`config.mk`:
```
export PLATFORM = sky130hd
export DESIGN_NAME = button_debounce_long_press_flat
export DESIGN_NICKNAME = d
export VERILOG_FILES = /design/src/rtl/core/bdlp_pkg.sv /design/src/rtl/core/bdlp_sample_if.sv /design/src/rtl/core/bdlp_report_if.sv /design/src/rtl/core/bdlp_ram.sv /design/src/rtl/core/button_debounce_long_press.sv /design/src/flat_wrapper.sv
export SDC_FILE = /design/constraint.sdc
export NUM_CORES = 2
export LEC_CHECK = 0
export BUFFER_PORTS_ARGS = -buffer_cell sky130_fd_sc_hd__buf_2
export CORE_MARGIN = 2
export CORE_UTILIZATION = 65
export CTS_BUF_LIST = sky130_fd_sc_hd__clkbuf_8
export DETAILED_ROUTE_END_ITERATION = 7
export GPL_TIMING_DRIVEN = 1
export PLACE_DENSITY = 0.82
export SYNTH_ARGS = -nofsm -noshare
export SYNTH_HDL_FRONTEND = slang
export SYNTH_SLANG_ARGS = --single-unit
```
`constraint.sdc`:
```
create_clock -name clk -period 16.1 [get_ports clk]
set_input_delay 1.61 -clock clk [delete_from_list [all_inputs] [get_ports clk]]
set_output_delay 1.61 -clock clk [all_outputs]
set_load 0.01 [all_outputs]
```
`src/rtl/core/bdlp_pkg.sv`:
```
// ----------------------------------------------------------------------------
// bdlp_pkg
// shared types and constants of the button debounce / long-press block
// ----------------------------------------------------------------------------
package bdlp_pkg;

    localparam int unsigned IDX_W    = 3;
    localparam int unsigned TIME_W   = 48;
    localparam int unsigned DEB_W    = 20;
    localparam int unsigned WARM_W   = 24;
    localparam int unsigned LPMS_W   = 16;
    localparam int unsigned MASK_W   = 8;
    localparam int unsigned THR_W    = 26;
    localparam int unsigned US_PER_MS = 1000;

    localparam int unsigned PADDR_W  = 5;
    localparam int unsigned PDATA_W  = 32;

    // register index, taken from paddr word offset
    typedef enum logic [2:0] {
        REG_DEBOUNCE   = 3'd0,
        REG_WARMUP     = 3'd1,
        REG_LONG_MS    = 3'd2,
        REG_PULL_UP    = 3'd3,
        REG_LONG_MASK  = 3'd4
    } reg_idx_t;

    localparam logic [DEB_W-1:0]  DEBOUNCE_RST  = DEB_W'(20000);
    localparam logic [WARM_W-1:0] WARMUP_RST    = WARM_W'(500000);
    localparam logic [LPMS_W-1:0] LONG_MS_RST   = LPMS_W'(1000);
    localparam logic [MASK_W-1:0] PULL_UP_RST   = MASK_W'(255);
    localparam logic [MASK_W-1:0] LONG_MASK_RST = MASK_W'(0);

    // per-button state word kept in the state ram
    typedef struct packed {
        logic              last_raw;
        logic [TIME_W-1:0] raw_change_time;
        logic              accepted;
        logic [TIME_W-1:0] press_start;
        logic              long_fired;
    } btn_entry_t;

endpackage

```
`src/rtl/core/bdlp_sample_if.sv`:
```
// ----------------------------------------------------------------------------
// bdlp_sample_if
// valid/ready channel carrying one raw button sample
// ----------------------------------------------------------------------------
interface bdlp_sample_if;

    logic                             valid;
    logic                             ready;
    logic [bdlp_pkg::IDX_W-1:0]       button_index;
    logic                             raw_level;
    logic [bdlp_pkg::TIME_W-1:0]      now_us;

    modport source (output valid, output button_index, output raw_level, output now_us,
                    input ready);
    modport sink   (input valid, input button_index, input raw_level, input now_us,
                    output ready);

endinterface

```
`src/rtl/core/bdlp_report_if.sv`:
```
// ----------------------------------------------------------------------------
// bdlp_report_if
// valid/ready channel carrying one event report
// ----------------------------------------------------------------------------
interface bdlp_report_if;

    logic                             valid;
    logic                             ready;
    logic [bdlp_pkg::IDX_W-1:0]       button_id;
    logic                             press_event;
    logic                             long_press_event;
    logic                             release_event;
    logic                             debounced_state;

    modport source (output valid, output button_id, output press_event,
                    output long_press_event, output release_event, output debounced_state,
                    input ready);
    modport sink   (input valid, input button_id, input press_event,
                    input long_press_event, input release_event, input debounced_state,
                    output ready);

endinterface

```
`src/rtl/core/bdlp_ram.sv`:
```
// ----------------------------------------------------------------------------
// bdlp_ram
// generic single-write, single-read ram with registered read data
// ----------------------------------------------------------------------------
module bdlp_ram #(
    parameter int unsigned WIDTH = 8,
    parameter int unsigned DEPTH = 8
) (
    input  logic                                   clk,
    input  logic                                   we,
    input  logic [(DEPTH > 1 ? $clog2(DEPTH) : 1)-1:0] waddr,
    input  logic [WIDTH-1:0]                       wdata,
    input  logic                                   re,
    input  logic [(DEPTH > 1 ? $clog2(DEPTH) : 1)-1:0] raddr,
    output logic [WIDTH-1:0]                       rdata
);

    logic [WIDTH-1:0] mem [DEPTH];
    logic [WIDTH-1:0] rdata_reg;

    always_ff @(posedge clk)
    begin
        if (we)
        begin
            mem[waddr] <= wdata;
        end
        if (re)
        begin
            rdata_reg <= mem[raddr];
        end
    end

    assign rdata = rdata_reg;

endmodule

```
`src/rtl/core/button_debounce_long_press.sv`:
```
// ----------------------------------------------------------------------------
// button_debounce_long_press
// per-button debounce with press, long-press and release reporting
// ----------------------------------------------------------------------------
// Takes one raw sample per item and returns exactly one report item for it.
// Throughput is one item per clock while the report side takes items; each
// sample passes the read stage, where the state ram is read and the update
// is made, and then sits in the output register, where its report item is
// offered. The per-button state lives in a small ram read at accept time and
// written back when the item moves to the output register; a sample of the
// same button right behind it gets the fresh word from a bypass register.
// A ram entry reads as all zero until its button is first written. Samples
// whose index is not below NUM_BUTTONS pass through with all events and the
// debounced state zero and change nothing. The user must write registers
// through the APB port only while no item is in flight; the block does not enforce it.
module button_debounce_long_press #(
    parameter int unsigned NUM_BUTTONS = 8
) (
    input  logic                              clk,
    input  logic                              rst_n,

    bdlp_sample_if.sink                       sample,
    bdlp_report_if.source                     report,

    input  logic                              psel,
    input  logic                              penable,
    input  logic                              pwrite,
    input  logic [bdlp_pkg::PADDR_W-1:0]      paddr,
    input  logic [bdlp_pkg::PDATA_W-1:0]      pwdata,
    output logic [bdlp_pkg::PDATA_W-1:0]      prdata,
    output logic                              pready
);

    localparam int unsigned AW = (NUM_BUTTONS > 1) ? $clog2(NUM_BUTTONS) : 1;
    localparam int unsigned EW = $bits(bdlp_pkg::btn_entry_t);

    // ------------------------------------------------------------------
    // configuration registers
    // ------------------------------------------------------------------
    logic [bdlp_pkg::DEB_W-1:0]  debounce_reg,  debounce_next;
    logic [bdlp_pkg::WARM_W-1:0] warmup_reg,    warmup_next;
    logic [bdlp_pkg::LPMS_W-1:0] long_ms_reg,   long_ms_next;
    logic [bdlp_pkg::MASK_W-1:0] pull_up_reg,   pull_up_next;
    logic [bdlp_pkg::MASK_W-1:0] long_mask_reg, long_mask_next;
    logic [bdlp_pkg::THR_W-1:0]  long_thr_reg,  long_thr_next;
    logic                        cfg_wr;
    bdlp_pkg::reg_idx_t          cfg_idx;

    assign pready  = 1'b1;
    assign cfg_wr  = psel && penable && pwrite;
    assign cfg_idx = bdlp_pkg::reg_idx_t'(paddr[4:2]);

    always_comb
    begin
        debounce_next  = debounce_reg;
        warmup_next    = warmup_reg;
        long_ms_next   = long_ms_reg;
        pull_up_next   = pull_up_reg;
        long_mask_next = long_mask_reg;
        if (cfg_wr)
        begin
            case (cfg_idx)
                bdlp_pkg::REG_DEBOUNCE:  debounce_next  = pwdata[bdlp_pkg::DEB_W-1:0];
                bdlp_pkg::REG_WARMUP:    warmup_next    = pwdata[bdlp_pkg::WARM_W-1:0];
                bdlp_pkg::REG_LONG_MS:   long_ms_next   = pwdata[bdlp_pkg::LPMS_W-1:0];
                bdlp_pkg::REG_PULL_UP:   pull_up_next   = pwdata[bdlp_pkg::MASK_W-1:0];
                bdlp_pkg::REG_LONG_MASK: long_mask_next = pwdata[bdlp_pkg::MASK_W-1:0];
                default: ;
            endcase
        end
    end

    // long-press threshold in microseconds, registered from the long_ms register after a write
    assign long_thr_next = bdlp_pkg::THR_W'(long_ms_reg * bdlp_pkg::US_PER_MS);

    always_comb
    begin
        case (cfg_idx)
            bdlp_pkg::REG_DEBOUNCE:  prdata = bdlp_pkg::PDATA_W'(debounce_reg);
            bdlp_pkg::REG_WARMUP:    prdata = bdlp_pkg::PDATA_W'(warmup_reg);
            bdlp_pkg::REG_LONG_MS:   prdata = bdlp_pkg::PDATA_W'(long_ms_reg);
            bdlp_pkg::REG_PULL_UP:   prdata = bdlp_pkg::PDATA_W'(pull_up_reg);
            bdlp_pkg::REG_LONG_MASK: prdata = bdlp_pkg::PDATA_W'(long_mask_reg);
            default:                 prdata = '0;
        endcase
    end

    always_ff @(posedge clk or negedge rst_n)
    begin
        if (!rst_n)
        begin
            debounce_reg  <= bdlp_pkg::DEBOUNCE_RST;
            warmup_reg    <= bdlp_pkg::WARMUP_RST;
            long_ms_reg   <= bdlp_pkg::LONG_MS_RST;
            pull_up_reg   <= bdlp_pkg::PULL_UP_RST;
            long_mask_reg <= bdlp_pkg::LONG_MASK_RST;
            long_thr_reg  <= bdlp_pkg::THR_W'(1000 * 1000);
        end
        else
        begin
            debounce_reg  <= debounce_next;
            warmup_reg    <= warmup_next;
            long_ms_reg   <= long_ms_next;
            pull_up_reg   <= pull_up_next;
            long_mask_reg <= long_mask_next;
            long_thr_reg  <= long_thr_next;
        end
    end

    // ------------------------------------------------------------------
    // pipeline control: read stage, then output register
    // ------------------------------------------------------------------
    logic s1_valid_reg, s1_valid_next;
    logic out_valid_reg, out_valid_next;
    logic out_free, s1_adv, accept;

    assign out_free      = !out_valid_reg || report.ready;
    assign s1_adv        = s1_valid_reg && out_free;
    assign sample.ready  = !s1_valid_reg || out_free;
    assign accept        = sample.valid && sample.ready;

    assign s1_valid_next  = accept ? 1'b1 : (s1_adv ? 1'b0 : s1_valid_reg);
    assign out_valid_next = s1_adv ? 1'b1 : (report.ready ? 1'b0 : out_valid_reg);

    // ------------------------------------------------------------------
    // read stage payload
    // ------------------------------------------------------------------
    logic [bdlp_pkg::IDX_W-1:0]  s1_idx_reg,   s1_idx_next;
    logic                        s1_level_reg, s1_level_next;
    logic [bdlp_pkg::TIME_W-1:0] s1_now_reg,   s1_now_next;
    logic                        s1_inr_reg,   s1_inr_next;
    logic                        in_range;
    logic [AW-1:0]               rd_addr;
    logic [AW-1:0]               s1_addr;

    assign in_range = 32'(sample.button_index) < NUM_BUTTONS;
    assign rd_addr  = AW'(sample.button_index);
    assign s1_addr  = AW'(s1_idx_reg);

    assign s1_idx_next   = accept ? sample.button_index : s1_idx_reg;
    assign s1_level_next = accept ? sample.raw_level    : s1_level_reg;
    assign s1_now_next   = accept ? sample.now_us       : s1_now_reg;
    assign s1_inr_next   = accept ? in_range            : s1_inr_reg;

    always_ff @(posedge clk)
    begin
        s1_idx_reg   <= s1_idx_next;
        s1_level_reg <= s1_level_next;
        s1_now_reg   <= s1_now_next;
        s1_inr_reg   <= s1_inr_next;
    end

    // ------------------------------------------------------------------
    // state ram, entry valid bits and same-button bypass
    // ------------------------------------------------------------------
    logic                    wr_en;
    logic [EW-1:0]           ram_rdata;
    bdlp_pkg::btn_entry_t    wr_entry;
    logic [NUM_BUTTONS-1:0]  ent_valid_reg, ent_valid_next;
    logic                    fwd_hit_reg,   fwd_hit_next;
    bdlp_pkg::btn_entry_t    fwd_data_reg,  fwd_data_next;
    bdlp_pkg::btn_entry_t    cur;

    assign wr_en = s1_adv && s1_inr_reg;

    bdlp_ram #(
        .WIDTH (EW),
        .DEPTH (NUM_BUTTONS)
    ) u_state_ram (
        .clk   (clk),
        .we    (wr_en),
        .waddr (s1_addr),
        .wdata (wr_entry),
        .re    (accept),
        .raddr (rd_addr),
        .rdata (ram_rdata)
    );

    always_comb
    begin
        ent_valid_next = ent_valid_reg;
        if (wr_en)
        begin
            ent_valid_next[s1_addr] = 1'b1;
        end
    end

    // the item behind reads the ram in the same cycle its predecessor writes
    assign fwd_hit_next  = accept ? (wr_en && (s1_addr == rd_addr)) : fwd_hit_reg;
    assign fwd_data_next = wr_en ? wr_entry : fwd_data_reg;

    always_ff @(posedge clk)
    begin
        fwd_data_reg <= fwd_data_next;
    end

    always_comb
    begin
        if (fwd_hit_reg)
        begin
            cur = fwd_data_reg;
        end
        else if (ent_valid_reg[s1_addr])
        begin
            cur = bdlp_pkg::btn_entry_t'(ram_rdata);
        end
        else
        begin
            cur = '0;
        end
    end

    // ------------------------------------------------------------------
    // shared warm-up start time
    // ------------------------------------------------------------------
    logic                        started_reg,    started_next;
    logic [bdlp_pkg::TIME_W-1:0] start_time_reg, start_time_next;
    logic [bdlp_pkg::TIME_W-1:0] start_eff;

    assign start_eff       = started_reg ? start_time_reg : s1_now_reg;
    assign started_next    = wr_en ? 1'b1 : started_reg;
    assign start_time_next = wr_en ? start_eff : start_time_reg;

    always_ff @(posedge clk)
    begin
        start_time_reg <= start_time_next;
    end

    // ------------------------------------------------------------------
    // debounce and event logic
    // ------------------------------------------------------------------
    logic                        active, changed, prev, pressed, has_long, in_warmup;
    logic [bdlp_pkg::TIME_W-1:0] rct_eff, since_chg, since_start, since_press;
    logic                        ev_press, ev_long, ev_rel, lf_eff;

    always_comb
    begin
        active      = pull_up_reg[s1_idx_reg] ? !s1_level_reg : s1_level_reg;
        changed     = active != cur.last_raw;
        rct_eff     = changed ? s1_now_reg : cur.raw_change_time;
        since_chg   = s1_now_reg - rct_eff;
        since_start = s1_now_reg - start_eff;
        since_press = s1_now_reg - cur.press_start;
        prev        = cur.accepted;
        pressed     = (since_chg >= bdlp_pkg::TIME_W'(debounce_reg)) ? active : prev;
        in_warmup   = since_start < bdlp_pkg::TIME_W'(warmup_reg);
        has_long    = long_mask_reg[s1_idx_reg] && (long_ms_reg != '0);

        ev_press = 1'b0;
        ev_long  = 1'b0;
        ev_rel   = 1'b0;

        wr_entry                 = cur;
        wr_entry.last_raw        = active;
        wr_entry.raw_change_time = rct_eff;
        wr_entry.accepted        = pressed;

        if (!in_warmup)
        begin
            lf_eff = cur.long_fired;
            // rising edge of accepted state: press starts now
            if (pressed && !prev)
            begin
                wr_entry.press_start = s1_now_reg;
                lf_eff               = 1'b0;
                ev_press             = !has_long;
            end
            // a press starting this sample has zero hold time, below any threshold
            else if (pressed && !lf_eff && has_long &&
                     since_press >= bdlp_pkg::TIME_W'(long_thr_reg))
            begin
                lf_eff  = 1'b1;
                ev_long = 1'b1;
            end
            // falling edge: tap or release unless long press already reported
            if (!pressed && prev)
            begin
                ev_press             = has_long && !lf_eff;
                ev_rel               = !lf_eff;
                wr_entry.press_start = '0;
                lf_eff               = 1'b0;
            end
            wr_entry.long_fired = lf_eff;
        end
        else
        begin
            lf_eff = cur.long_fired;
        end
    end

    // ------------------------------------------------------------------
    // output register
    // ------------------------------------------------------------------
    logic [bdlp_pkg::IDX_W-1:0] o_id_reg,    o_id_next;
    logic                       o_press_reg, o_press_next;
    logic                       o_long_reg,  o_long_next;
    logic                       o_rel_reg,   o_rel_next;
    logic                       o_state_reg, o_state_next;

    assign o_id_next    = s1_adv ? s1_idx_reg                      : o_id_reg;
    assign o_press_next = s1_adv ? (s1_inr_reg && ev_press)        : o_press_reg;
    assign o_long_next  = s1_adv ? (s1_inr_reg && ev_long)         : o_long_reg;
    assign o_rel_next   = s1_adv ? (s1_inr_reg && ev_rel)          : o_rel_reg;
    assign o_state_next = s1_adv ? (s1_inr_reg && pressed)         : o_state_reg;

    always_ff @(posedge clk)
    begin
        o_id_reg    <= o_id_next;
        o_press_reg <= o_press_next;
        o_long_reg  <= o_long_next;
        o_rel_reg   <= o_rel_next;
        o_state_reg <= o_state_next;
    end

    assign report.valid            = out_valid_reg;
    assign report.button_id        = o_id_reg;
    assign report.press_event      = o_press_reg;
    assign report.long_press_event = o_long_reg;
    assign report.release_event    = o_rel_reg;
    assign report.debounced_state  = o_state_reg;

    // ------------------------------------------------------------------
    // control registers
    // ------------------------------------------------------------------
    always_ff @(posedge clk or negedge rst_n)
    begin
        if (!rst_n)
        begin
            s1_valid_reg  <= 1'b0;
            out_valid_reg <= 1'b0;
            ent_valid_reg <= '0;
            fwd_hit_reg   <= 1'b0;
            started_reg   <= 1'b0;
        end
        else
        begin
            s1_valid_reg  <= s1_valid_next;
            out_valid_reg <= out_valid_next;
            ent_valid_reg <= ent_valid_next;
            fwd_hit_reg   <= fwd_hit_next;
            started_reg   <= started_next;
        end
    end

endmodule

```
`src/flat_wrapper.sv`:
```
// flat-port wrapper written by rule: the top's interface ports become plain ports
module button_debounce_long_press_flat 
#(
    parameter int unsigned NUM_BUTTONS = 8
)
  (clk, rst_n, psel, penable, pwrite, paddr, pwdata, prdata, pready, sample_valid, sample_button_index, sample_raw_level, sample_now_us, sample_ready, report_valid, report_button_id, report_press_event, report_long_press_event, report_release_event, report_debounced_state, report_ready);
  bdlp_sample_if sample_i ();
  bdlp_report_if report_i ();
  input  logic clk;
  input  logic rst_n;
  input  logic psel;
  input  logic penable;
  input  logic pwrite;
  input  logic [bdlp_pkg::PADDR_W-1:0] paddr;
  input  logic [bdlp_pkg::PDATA_W-1:0] pwdata;
  output logic [bdlp_pkg::PDATA_W-1:0] prdata;
  output logic pready;
  input wire logic [$bits(sample_i.valid)-1:0] sample_valid;
  input wire logic [$bits(sample_i.button_index)-1:0] sample_button_index;
  input wire logic [$bits(sample_i.raw_level)-1:0] sample_raw_level;
  input wire logic [$bits(sample_i.now_us)-1:0] sample_now_us;
  output wire logic [$bits(sample_i.ready)-1:0] sample_ready;
  output wire logic [$bits(report_i.valid)-1:0] report_valid;
  output wire logic [$bits(report_i.button_id)-1:0] report_button_id;
  output wire logic [$bits(report_i.press_event)-1:0] report_press_event;
  output wire logic [$bits(report_i.long_press_event)-1:0] report_long_press_event;
  output wire logic [$bits(report_i.release_event)-1:0] report_release_event;
  output wire logic [$bits(report_i.debounced_state)-1:0] report_debounced_state;
  input wire logic [$bits(report_i.ready)-1:0] report_ready;
  assign sample_i.valid = sample_valid;
  assign sample_i.button_index = sample_button_index;
  assign sample_i.raw_level = sample_raw_level;
  assign sample_i.now_us = sample_now_us;
  assign sample_ready = sample_i.ready;
  assign report_valid = report_i.valid;
  assign report_button_id = report_i.button_id;
  assign report_press_event = report_i.press_event;
  assign report_long_press_event = report_i.long_press_event;
  assign report_release_event = report_i.release_event;
  assign report_debounced_state = report_i.debounced_state;
  assign report_i.ready = report_ready;
  button_debounce_long_press #(.NUM_BUTTONS(NUM_BUTTONS)) u_core (.clk(clk), .rst_n(rst_n), .sample(sample_i), .report(report_i), .psel(psel), .penable(penable), .pwrite(pwrite), .paddr(paddr), .pwdata(pwdata), .prdata(prdata), .pready(pready));
endmodule
```
==> metrics.txt <==
status=finished clean; Slew HR=around 17%; dpl hpwl=~90000 µm; vias per inst=6.663; NumNets Final=approximately 4800; Setup TNS Final=0 ps; synth top area cells=edfxtp_1, mux4_2, ha_1; CTS root buffer=clkbuf_8; most frequent cell after synthesis=edfxtp_1; Post-synth top flop=edfxtp_1; Routed WL=approximately 150000 µm; DRT Pass-1 Iters=7; CP max stage delay=roughly 840 ps; cell family with most CP delay=compound AO/OA/AOI/OAI gates; Power Internal=6.766 mW; I/O pin total=around 140; register area=~36000 µm²; HP Class=reg2reg; TritonCTS clock tree=done; combinational share of power=just under 40%; final antenna-violating net count=0; DR vias=approximately 38000; fmax=88.30 MHz; H-tree depth=4; Synth cell types=85; GRT overflow=0; Total Routing Usage GR=approximately 33%; Worst R2R Start=u_core.s1_addr[0]; WP data arrival=about 12000 ps; CP required=16660 ps; share of cells above drive strength 1=17.34%; largest net degree at the start of global routing=111; cts repair resizes=0; Crit. End Element=flip-flop; nature of the critical path startpoint=flip-flop; Final GP Congestion=~0.96; worst slew pin tran=~1200 ps; starting density of the core=65.86%; sequential-to-total area share from yosys stat=about 60%; Ys Warns=0; ys async rst share=under 10%; Crit Path Category=reg2reg; switching part of the total power=a little over a third; cells after synthesis=4207; Synth Area per Inst=around 14 µm²; Worst-path clk slew=~60 ps; Yosys top cell by area=edfxtp_1; Pwr per Cell Area=163.4 nW/µm²; Core Box Area=~90000 µm²; wire per inst=about 27 µm; total CTS buffers=around 190; postcts setup bufs=0; Row Count=110; EDFF count, synth=1096; Max VDD drop=0.0002440 V; worst hold start=u_core.ent_valid_reg[7]; post-synthesis register bit count=about 1200; Netlist Area Pre-Place=59470 µm²; switching power=between 3 and 4 mW; Slew Viols, Final=0; slowest cell on the critical path=o31ai_1; die height=306.5 µm; Horiz. Die Dim=about 300 µm; clk sinks=between 1000 and 1500; synthesis-to-layout area growth=9.054%; total of max-cap violations=0; CP Max Fanout=51; first-pass GRT wire length=approximately 230000 µm; Hold Vio Cnt, Final=0; fin crit period=between 10000 and 15000 ps; DRC violations left=0; clock skew=53.79 ps; starting DRC count in detailed routing=approximately 4700; vias in the first global route=about 38000; final period utilization=about 70%; Largest register FFs=slightly below 800; WP buf/inv=2; initial antenna violation count=3; Die ar.=between 90000 and 100000 µm²; fraction of post-synthesis cell area in the top cell type by area=55.34%; Leak=around 25 nW; Seq pwr share=between 30% and 40%; count of input and output buffers=about 120; Hold Buf Count CTS=0; Synth top cells by count=edfxtp_1, inv_1, ha_1; fillcell total=about 5700; RSZ-0062 raised after global routing=no; Clk pwr share=a little under a quarter; reg-to-reg slack, setup=between 4000 and 5000 ps; area of the multi-input gates=between 20000 and 25000 µm²; Reg2Reg Depth=30; Hold EP=u_core.ent_valid_reg[7]; Setup Viol. Count Final=0; Max Root-Sink Buffers=3; hold path depth=1; r2r endpoint=u_core.u_state_ram.mem[5][0]; Clk Latency, worst-skew pair=a little over 900 ps; worst hold slack=about 460 ps
[power by group through the flow]
stage	clock network [mW]	logic (mW)	registers, mW
after floorplan	0	3.01	4.06
final	2.46	4.08	4.06
after detailed placement	0	3.93	4.11
after global placement	0	3.84	4.10
after CTS	2.49	4.02	4.05
after global routing	2.62	4.55	4.07
[metrics by stage]
step | power [mW] | util, % | instance area [µm²] | instances | setup WS (ps)
floorplan | 7.068 | - | 59490 | 4214 | 3161
global placement | 7.939 | 67.85 | 61260 | 5343 | 5552
detailed placement | 8.039 | 67.85 | 61260 | 5343 | 5118
CTS | 10.56 | 71.82 | 64840 | 5686 | 5136
global route | 11.24 | 71.83 | 64850 | 5689 | 4155
finish | 10.60 | 71.83 | 64850 | 5689 | 4775
[cell type report]
cell class,instances,share of cell area (%)
flip-flops and latches,1207,55.10
multi-input cells,2513,33.84
clock inverters,150,1.434
well taps,1176,2.269
clock buffers,193,4.096
inverters,294,1.721
repair buffers,153,1.526
diodes,3,0.01158
[metal layers]
layer / up-vias / track usage [%] / share of wire [%]
met2: 2237 / 49.65 / 46
li1: 16478 / - / -
met1: 18785 / 45.87 / 39
met4: 2 / 13.99 / 4.1
met5: - / 0 / 0.044
met3: 401 / 7.389 / 11
[cells by family after synthesis]
logic type	share of synthesized area (%)
other cells	0.01263
mux	11.10
fa+ha+maj	7.579
simple gates	5.725
flops	60.08
compound gates	10.44
buf+inv	3.230
xor+xnor	1.826
[placed cells by master (no fill, tap or decap), types with 35 or more instances in the layout]
| cell | n |
|---|---|
| xor2_1 | 43 |
| nand3_1 | 41 |
| nor3_1 | 41 |
| clkbuf_8 | 194 |
| mux2i_1 | 70 |
| a21o_1 | 118 |
| edfxtp_1 | 1096 |
| o21a_1 | 64 |
| a22oi_1 | 112 |
| ha_1 | 269 |
| nor2_1 | 139 |
| fa_1 | 57 |
| xnor2_1 | 81 |
| buf_2 | 114 |
| mux4_2 | 200 |
| o21ai_0 | 179 |
| nand4_1 | 49 |
| nand2_1 | 248 |
| inv_1 | 352 |
| mux2_2 | 122 |
| a21oi_1 | 254 |
| clkinv_1 | 50 |
| nand2b_1 | 35 |
| dfrtp_1 | 76 |
[worst max path at each step]
stage                       from                      endpoint  slack (ps)  depth (start not counted)
6_report       u_core.s1_addr[0]  u_core.u_state_ram.mem[5][0]        4780                         30
5_1_grt        u_core.s1_addr[2]  u_core.u_state_ram.mem[5][0]        4160                         30
4_1_cts        u_core.s1_addr[0]  u_core.u_state_ram.mem[5][0]        5140                         30
3_5_place_dp   u_core.s1_addr[2]  u_core.u_state_ram.mem[5][0]        5120                         30
3_3_place_gp   u_core.s1_addr[2]  u_core.u_state_ram.mem[0][0]        5550                         30
2_1_floorplan       report_ready       u_core.ent_valid_reg[4]        3160                          6
Power figures use the tool's default switching activity.
